$ cat config.mk
export PLATFORM = sky130hd
export DESIGN_NAME = fbfl_ctrl
export DESIGN_NICKNAME = d
export VERILOG_FILES = /design/src/sv/fbfl_pkg.sv /design/src/sv/fbfl_ctrl.sv
export SDC_FILE = /design/constraint.sdc
export NUM_CORES = 1
export LEC_CHECK = 0
export ABC_AREA = 0
export BUFFER_PORTS_ARGS = -buffer_cell sky130_fd_sc_hd__buf_2
export CAP_MARGIN = 20
export CELL_PAD_IN_SITES_DETAIL_PLACEMENT = 1
export CELL_PAD_IN_SITES_GLOBAL_PLACEMENT = 2
export CORE_AREA = 8 8 45 47
export DETAILED_ROUTE_END_ITERATION = 8
export DIE_AREA = 0 0 53 55
export GPL_ROUTABILITY_DRIVEN = 0
export PLACE_DENSITY_LB_ADDON = 0.1
export SLEW_MARGIN = 20
export SYNTH_ARGS = -nofsm -noshare
export SYNTH_HDL_FRONTEND = slang
export SYNTH_SLANG_ARGS = --single-unit
$ cat constraint.sdc
create_clock -name clk -period 1.3 [get_ports clk]
set_clock_uncertainty 0.2 [all_clocks]
set_input_delay 0.39 -clock clk [delete_from_list [all_inputs] [get_ports clk]]
set_output_delay 0.39 -clock clk [all_outputs]
set_load 0.02 [all_outputs]
$ cat src/sv/fbfl_pkg.sv
// ----------------------------------------------------------------------------
// fbfl_pkg
// Shared types, codes and widths of the fixed block free list allocator.
// ----------------------------------------------------------------------------
package fbfl_pkg;

	localparam int MAX_SLOTS_DEF = 1024;

	localparam int KIND_W   = 2;
	localparam int SLOT_W   = 10;
	localparam int STATUS_W = 2;
	localparam int COUNT_W  = 11;

	localparam logic [COUNT_W-1:0] NUM_SLOTS_RST = 11'd1024;

	typedef enum logic [KIND_W-1:0] {
		KIND_ALLOC    = 2'd0,
		KIND_FREE     = 2'd1,
		KIND_CONTAINS = 2'd2,
		KIND_INIT     = 2'd3
	} kind_t;

	typedef enum logic [STATUS_W-1:0] {
		ST_OK       = 2'd0,
		ST_EMPTY    = 2'd1,
		ST_OOR      = 2'd2,
		ST_NOT_INIT = 2'd3
	} status_t;

	// controller -> datapath
	typedef struct packed {
		logic capture;
		logic exec;
		logic walk_start;
		logic walk_step;
		logic fin;
	} cmd_t;

	// datapath -> controller
	typedef struct packed {
		logic is_init;
		logic walk_last;
	} sts_t;

endpackage

$ cat src/sv/fbfl_ctrl.sv
// ----------------------------------------------------------------------------
// fbfl_ctrl
// Controller: sequences accept, execute, init walk and result hand-off.
// ----------------------------------------------------------------------------
module fbfl_ctrl (
	input  logic           clk,
	input  logic           arst_n,
	input  logic           req_valid,
	output logic           req_ready,
	output logic           rsp_valid,
	input  logic           rsp_ready,
	input  fbfl_pkg::sts_t sts,
	output fbfl_pkg::cmd_t cmd
);

	typedef enum logic [1:0] {
		S_IDLE,
		S_EXEC,
		S_WALK,
		S_FIN
	} state_t;

	state_t state_q;
	logic   out_valid_q;
	logic   res_free;
	logic   load;

	assign res_free  = !out_valid_q || rsp_ready;
	assign req_ready = (state_q == S_IDLE);
	assign rsp_valid = out_valid_q;

	always_comb begin
		cmd = '0;
		case (state_q)
			S_IDLE: cmd.capture = req_valid;
			S_EXEC: begin
				cmd.walk_start = sts.is_init;
				cmd.exec       = !sts.is_init && res_free;
			end
			S_WALK: cmd.walk_step = 1'b1;
			S_FIN:  cmd.fin = res_free;
			default: cmd = '0;
		endcase
	end

	assign load = cmd.exec || cmd.fin;

	always_ff @(posedge clk or negedge arst_n) begin
		if (!arst_n) begin
			state_q     <= S_IDLE;
			out_valid_q <= 1'b0;
		end else begin
			if (load) begin
				out_valid_q <= 1'b1;
			end else if (rsp_ready) begin
				out_valid_q <= 1'b0;
			end
			case (state_q)
				S_IDLE: if (req_valid) begin
					state_q <= S_EXEC;
				end
				S_EXEC: begin
					if (sts.is_init) begin
						state_q <= S_WALK;
					end else if (res_free) begin
						state_q <= S_IDLE;
					end
				end
				S_WALK: if (sts.walk_last) begin
					state_q <= S_FIN;
				end
				S_FIN: if (res_free) begin
					state_q <= S_IDLE;
				end
				default: state_q <= S_IDLE;
			endcase
		end
	end

endmodule

# Yosys cells after proc, flatten, opt, wreduce, memory -nomap -nowiden
# Cells that the tools add are included.
[word_totals] inputBits=6 regBits=3 word_cells=26
[classes] mux=11 n_eq_ne=5 reduce_logical=8
[ops] op="$mux 2" count=5
[ops] op="$pmux 2 s4" count=1
[ops] op="$mux 1" count=5
[ops] op="$eq 2x2->1 const B" count=2
[ops] op="$ne 2x2->1 const B" count=2
[ops] op="$eq 2x1->1 const B" count=1
[ops] op="$logic_not 1->1" count=2
[ops] op="$logic_not 2->1" count=1
[ops] op="$logic_or 1x1->1" count=2
[ops] op="$reduce_and 2->1" count=1
[ops] op="$reduce_bool 2->1" count=1
[ops] op="$logic_and 1x1->1" count=1

# Logic depth before layout (Yosys ltp)
# Gate-level depths: netlist of the first run.
[logic_depth] ltp_word=6 depth_mapped=3

# Worst setup path before layout of the first run
# OpenSTA, ideal clock, no wires.
[synth_path] path_kind="flip-flop to output port" start="register out_valid_q, in the netlist rsp_valid" end="output port cmd[3] (netlist bit)" t_arrival_ns=1.107 slack_ns=-0.397 path_stages_with_launch=4 path_cell_list="dfrtp_1 -> nand2b_1 -> nand2_1 -> nor3_1"
[synth_rtl] item="start, declared" line="fbfl_ctrl.sv:24" source="logic out_valid_q;"
[synth_rtl] item="start signal, assigned" line="fbfl_ctrl.sv:51" source="out_valid_q <= 1'b0;"
[synth_rtl] item="start signal, assigned" line="fbfl_ctrl.sv:54" source="out_valid_q <= 1'b1;"
[synth_rtl] item="start signal, assigned" line="fbfl_ctrl.sv:56" source="out_valid_q <= 1'b0;"
[synth_rtl] item="end, declared" line="fbfl_ctrl.sv:13" source="output fbfl_pkg::cmd_t cmd"

==> run metrics, run 1 <==
share of cells above drive strength 1 78.0%; Vias/cell 3.79; PwrDens 2550 nW/µm²; core area 1380 µm²; Seq/Total Area, Yosys 43.5%; crit path launch type flip-flop; Distinct cells, synth 14; Setup TNS Final -2280 ps; # nets final 48; total die area 2920 µm²; n_diodes 0; Worst Setup End Kind output port; gr ovfl total 0; # H-tree levels 1; max_slew headroom 84.0%; max frequency 0.588 GHz; clock slew at reported path FFs 40 ps; Setup WS pre-CTS -316 ps; hold crit path type input port to flip-flop; Max Slew Vio Count 0; clk buf depth 2; 1st-iter DRT viols 1; number of synthesis warnings 0; CTS Root Cell clkbuf_4; worst setup path class flip-flop to output port; Clock Sinks 3; Synth Instances 19; Area Overhead vs Synth 138%; worst skew pair latency 230 ps; Die W 53 µm; Hold Fails Final Rpt 0; Netlist Area Pre-Place 173 µm²; crit path cell chain nor3b_4 -> buf_6; number of global-route vias before repair 253; Final Cell Area 412 µm²; worst setup margin -400 ps; First-pass DRT Iterations 2; Mean Syn Cell Area 9.09 µm²; Total Wirelength 633 µm; Max stage delay on crit path 490 ps; crit path max-delay cell type dfrtp_2; Crit path required time 710 ps; max_cap viols 0; DP Area 318 µm²; Worst Path Max Fanout 8; dpl hpwl 501 µm; WP buf/inv 1; Syn Nets 25; drt wl/cell 11.1 µm; Residual DRC 0; Worst-Margin Slew 241 ps; num rows 14; failing checks negative setup slack; worst hold slack 243 ps; crit path DAT 1110 ps; Top Layer Used met4; multi-input logic area 131 µm²; status finished, violations left; register area 78.8 µm²; I/O pin count 13; Starting Density 12.5%; most frequent cells in the layout 6 x buf_6, 6 x buf_4, 5 x buf_2; metal2 WL 319 µm; antenna-violating nets left 0; Core Util, Final 29.7%; M1 WL 248 µm; Worst VDD drop 0.532 mV; CTS tree yes; fin crit share 131%; GRT Overall Usage 5.32%; die span in y 55 µm; antenna violations before repair 0; Synth area leader dfrtp_1; Vias 216; first-pass GRT wire length 1020 µm; largest net degree at the start of global routing 9; Period minus WS final 1700 ps; Met3 Routed Length 48 µm; CTS Buf Count 3; area share of the largest cell type after synthesis 43.5%; Synth area leaders dfrtp_1 43%, nor3b_2 7.2%, o221a_1 6.5%; LEAKAGE 0.204 nW; filler cell count 168; port bufs 12; FF+latch count, synth 3; endpoints failing setup 8; CP delay by family, top flip-flops; unrepaired setup endpoints after global routing yes
==> cells by family (layout without fill, tap and decap cells) <==
kind of cell           after synthesis  count (layout)  synth area share (%)
and+or+nand+nor                     10              10                  35.5
AOI/OAI and AO/OA                    4               4                  16.7
DFF                                  3               3                  43.5
buffers and inverters                2              24                  4.35
==> power breakdown <==
part | switching [W] | internal (W) | total [W]
clock network | 0.0000516 | 0.000115 | 0.000167
logic | 0.000261 | 0.000356 | 0.000616
registers | 0.000115 | 0.000150 | 0.000265
total | 0.000427 | 0.000621 | 0.00105
==> state kept, by name, summed over array words and instances (netlist names) <==
name / cells
state_q: 2
rsp_valid: 1
==> timing repair <==
action / CTS / global route
endpoints found under the setup margin: 8 / 8
endpoints found under the hold margin: 3 / 0
hold buffers: 1 / 0
buffers inserted: 0 / 1
pin swaps: 0 / 2
cloned: 0 / 0
resized for setup: 11 / 4
==> per-layer routing <==
| metal | up-vias | track usage, % |
|---|---|---|
| li1 | 107 | - |
| met3 | 2 | 3.48 |
| met2 | 10 | 7.42 |
| met1 | 97 | 4.29 |
| met4 | 0 | 7.76 |
| met5 | - | 0 |
==> layout make-up <==
| type | instances | area share (%) |
|---|---|---|
| tap | 16 | 4.86 |
| timing repair buffer | 18 | 35.9 |
| inverter | 2 | 1.82 |
| multi-input combinational | 14 | 31.9 |
| sequential | 3 | 19.1 |
| clock buffer | 4 | 6.38 |
==> cells in the mapped netlist <==
library cell / instances
a21o_1: 1
nand2b_2: 1
a21oi_1: 1
inv_1: 2
nor2_1: 2
nand2b_1: 1
and2_1: 1
nand2_1: 2
o21ai_0: 1
nor3b_2: 1
o221a_1: 1
nor3_1: 1
and3_2: 1
dfrtp_1: 3
==> worst paths after layout <==
path	start	end	slack (ps)	cells after the start
hold reg to reg	rsp_valid	rsp_valid	350	2
hold / removal	sts[0]	state_q[0]	240	2
min in group asynchronous	arst_n	state_q[1]	280	2
max in group asynchronous	arst_n	rsp_valid	500	2
setup / recovery	state_q[1]	cmd[2]	-400	2
setup reg to reg	state_q[0]	state_q[0]	-50	3
==> worst reg2reg max path, delay by kind of cell (launching register included) <==
kind,cells,cell delay [ps]
flip-flops,1,460
AO/OA/AOI/OAI,1,230
AND/OR/NAND/NOR,1,210
buffers and inverters,1,130
==> stage by stage <==
stage | cells | power [W]
6_report | 57 | 0.00105
5_1_grt | 57 | 0.00112
4_1_cts | 56 | 0.00102
3_5_place_dp | 51 | 0.000753
3_3_place_gp | 51 | 0.000749
2_1_floorplan | 19 | 0.000545
Note: power is estimated with default switching activity, not from simulation.
==> run 2: changes to the inputs <==
--- a/config.mk
+++ b/config.mk
@@ -11,6 +11,7 @@
 export CELL_PAD_IN_SITES_DETAIL_PLACEMENT = 1
 export CELL_PAD_IN_SITES_GLOBAL_PLACEMENT = 2
 export CORE_AREA = 8 8 45 47
+export CTS_BUF_LIST = sky130_fd_sc_hd__clkbuf_8
 export DETAILED_ROUTE_END_ITERATION = 8
 export DIE_AREA = 0 0 53 55
 export GPL_ROUTABILITY_DRIVEN = 0
==> run 2 against run 1 <==
  * Die area stayed put
  * Routed wire length rose by 2.5%
  * Final cell count down 1.8%
  * Flip-flop and latch count is the same
  * Design area up 1.8%
  * Sequential share of layout area decreased by 0.34 points
  * The flow still finishes with violations (negative setup slack)
  * Maximum frequency rose by 1.4%
  * Non-clock buffer count decreased by 1
  * Highest routed layer is now met3
==> run metrics, run 2 (same netlist as run 1, synthesis figures left out) <==
status finished, violations left; failing checks negative setup slack; CTS Root Cell clkbuf_8; Crit. Startpoint state_q[1]; placed cell count 51; crit path launch type flip-flop; r2r worst-path depth 3; crit path max-delay cell type dfrtp_2; Residual DRC 0; LEAKAGE 0.209 nW; hold crit path type input port to flip-flop; clock share of power 23.8%; port bufs 12; dpl hpwl 501 µm; Hold Fails Final Rpt 0; total die area 2920 µm²; number of global-route vias before repair 246; share of cells above drive strength 1 77.5%; Max Slew Vio Count 0; Top reg by flops state_q; Sequential Power Share 23.9%; antenna-violating nets left 0; worst skew pair latency 220 ps; Setup TNS Final -2150 ps; drt wl/cell 11.6 µm; Starting Density 12.5%; n_diodes 0; RR Startpoint state_q[0]; I/O pin count 13; num rows 14; Post CTS Setup Buffer Count 0; die span in y 55 µm; max frequency 0.596 GHz; First-pass DRT Iterations 2; Worst-Margin Slew 243 ps; Worst VDD drop 0.582 mV; crit path DAT 1090 ps; GRT Overall Usage 5.64%; antenna violations before repair 0; CTS Buf Count 3; clock slew at reported path FFs 30 ps; Vias 210; net switching power 0.000438 W; CTS tree yes; fin crit share 129%; Max stage delay on crit path 490 ps; Worst Path Max Fanout 8; most common cell after layout, fill and taps aside buf_4; crit path cell chain nor3b_4 -> buf_6; Clock Sinks 3; non-filler cells, final 56; crit path capture cmd[2]; filler cell count 171; FF-to-FF End state_q[0]; Total Wirelength 649 µm; most frequent cells in the layout 6 x buf_4, 5 x buf_2, 5 x buf_6; CP Depth 2; 1st-iter DRT viols 2; # nets final 47; # H-tree levels 1; worst setup margin -377 ps; max_slew headroom 83.8%; PwrDens 2680 nW/µm²; core area 1380 µm²; largest net degree at the start of global routing 9; first-pass GRT wire length 1070 µm; worst setup path class flip-flop to output port; combinational share of power 52.4%; Internal 0.000685 W; Vias/cell 3.75; Die W 53 µm; switch share 39.0%; max_cap viols 0; clk buf depth 2; unrepaired setup endpoints after global routing yes; CP delay by family, top flip-flops; Period minus WS final 1680 ps; flip-flop count of the largest register after layout 2; WP buf/inv 1; gr ovfl total 0; Area Overhead vs Synth 143%; endpoints failing setup 8; Crit path required time 710 ps; Worst Setup End Kind output port; FF-to-FF setup slack -60 ps
==> run 2: power by group through the flow <==
stage	Combinational (W)	Sequential (W)	Clock, W
2_1_floorplan	0.000290	0.000255	0
6_report	0.000588	0.000268	0.000267
4_1_cts	0.000602	0.000270	0.000278
3_5_place_dp	0.000498	0.000255	0
3_3_place_gp	0.000496	0.000253	0
5_1_grt	0.000635	0.000279	0.000287
==> run 2: cell type report <==
| class | count | area (µm²) | area share (%) |
|---|---|---|---|
| Clock buffer | 3 | 41.3 | 9.85 |
| Clock inverter | 1 | 3.75 | 0.896 |
| Inverter | 2 | 7.51 | 1.79 |
| Multi-Input combinational cell | 14 | 131 | 31.3 |
| Sequential cell | 3 | 78.8 | 18.8 |
| Tap cell | 16 | 20.0 | 4.78 |
| Timing Repair Buffer | 17 | 136 | 32.5 |
==> run 2: worst min path at each step <==
stage / from / to / slack, ps / cells past startpoint
floorplan: arst_n / rsp_valid / -110 / 0
global placement: arst_n / state_q[0] / -10 / 1
detailed placement: arst_n / rsp_valid / -10 / 1
CTS: rsp_ready / rsp_valid / 260 / 3
global route: sts[0] / state_q[0] / 270 / 2
finish: sts[0] / state_q[0] / 260 / 2
==> run 2: per-stage QoR <==
stage	worst slack [ps]	util, %	total power, W	hold slack, ps	area [µm²]
global placement	-327	23.0	0.000749	-15.0	318
finish	-377	30.3	0.00112	262	419
CTS	-386	30.3	0.00115	259	419
global route	-416	30.3	0.00120	267	419
detailed placement	-316	23.0	0.000753	-11.7	318
floorplan	-171	-	0.000545	-106	208
==> run 2: routing by layer <==
metal / up-vias / share of wire, % / GRT usage [%]
li1: 106 / - / -
met1: 96 / 43 / 4.59
met2: 8 / 51 / 7.81
met3: 0 / 6.5 / 4.01
met4: 0 / 0 / 7.76
met5: - / 0 / 0
==> run 2: what timing repair did <==
item | CTS | global route
gates resized for setup | 14 | 0
hold buffers | 1 | 0
endpoints found under the hold margin | 3 | 0
pin swaps | 0 | 0
endpoints found under the setup margin | 8 | 8
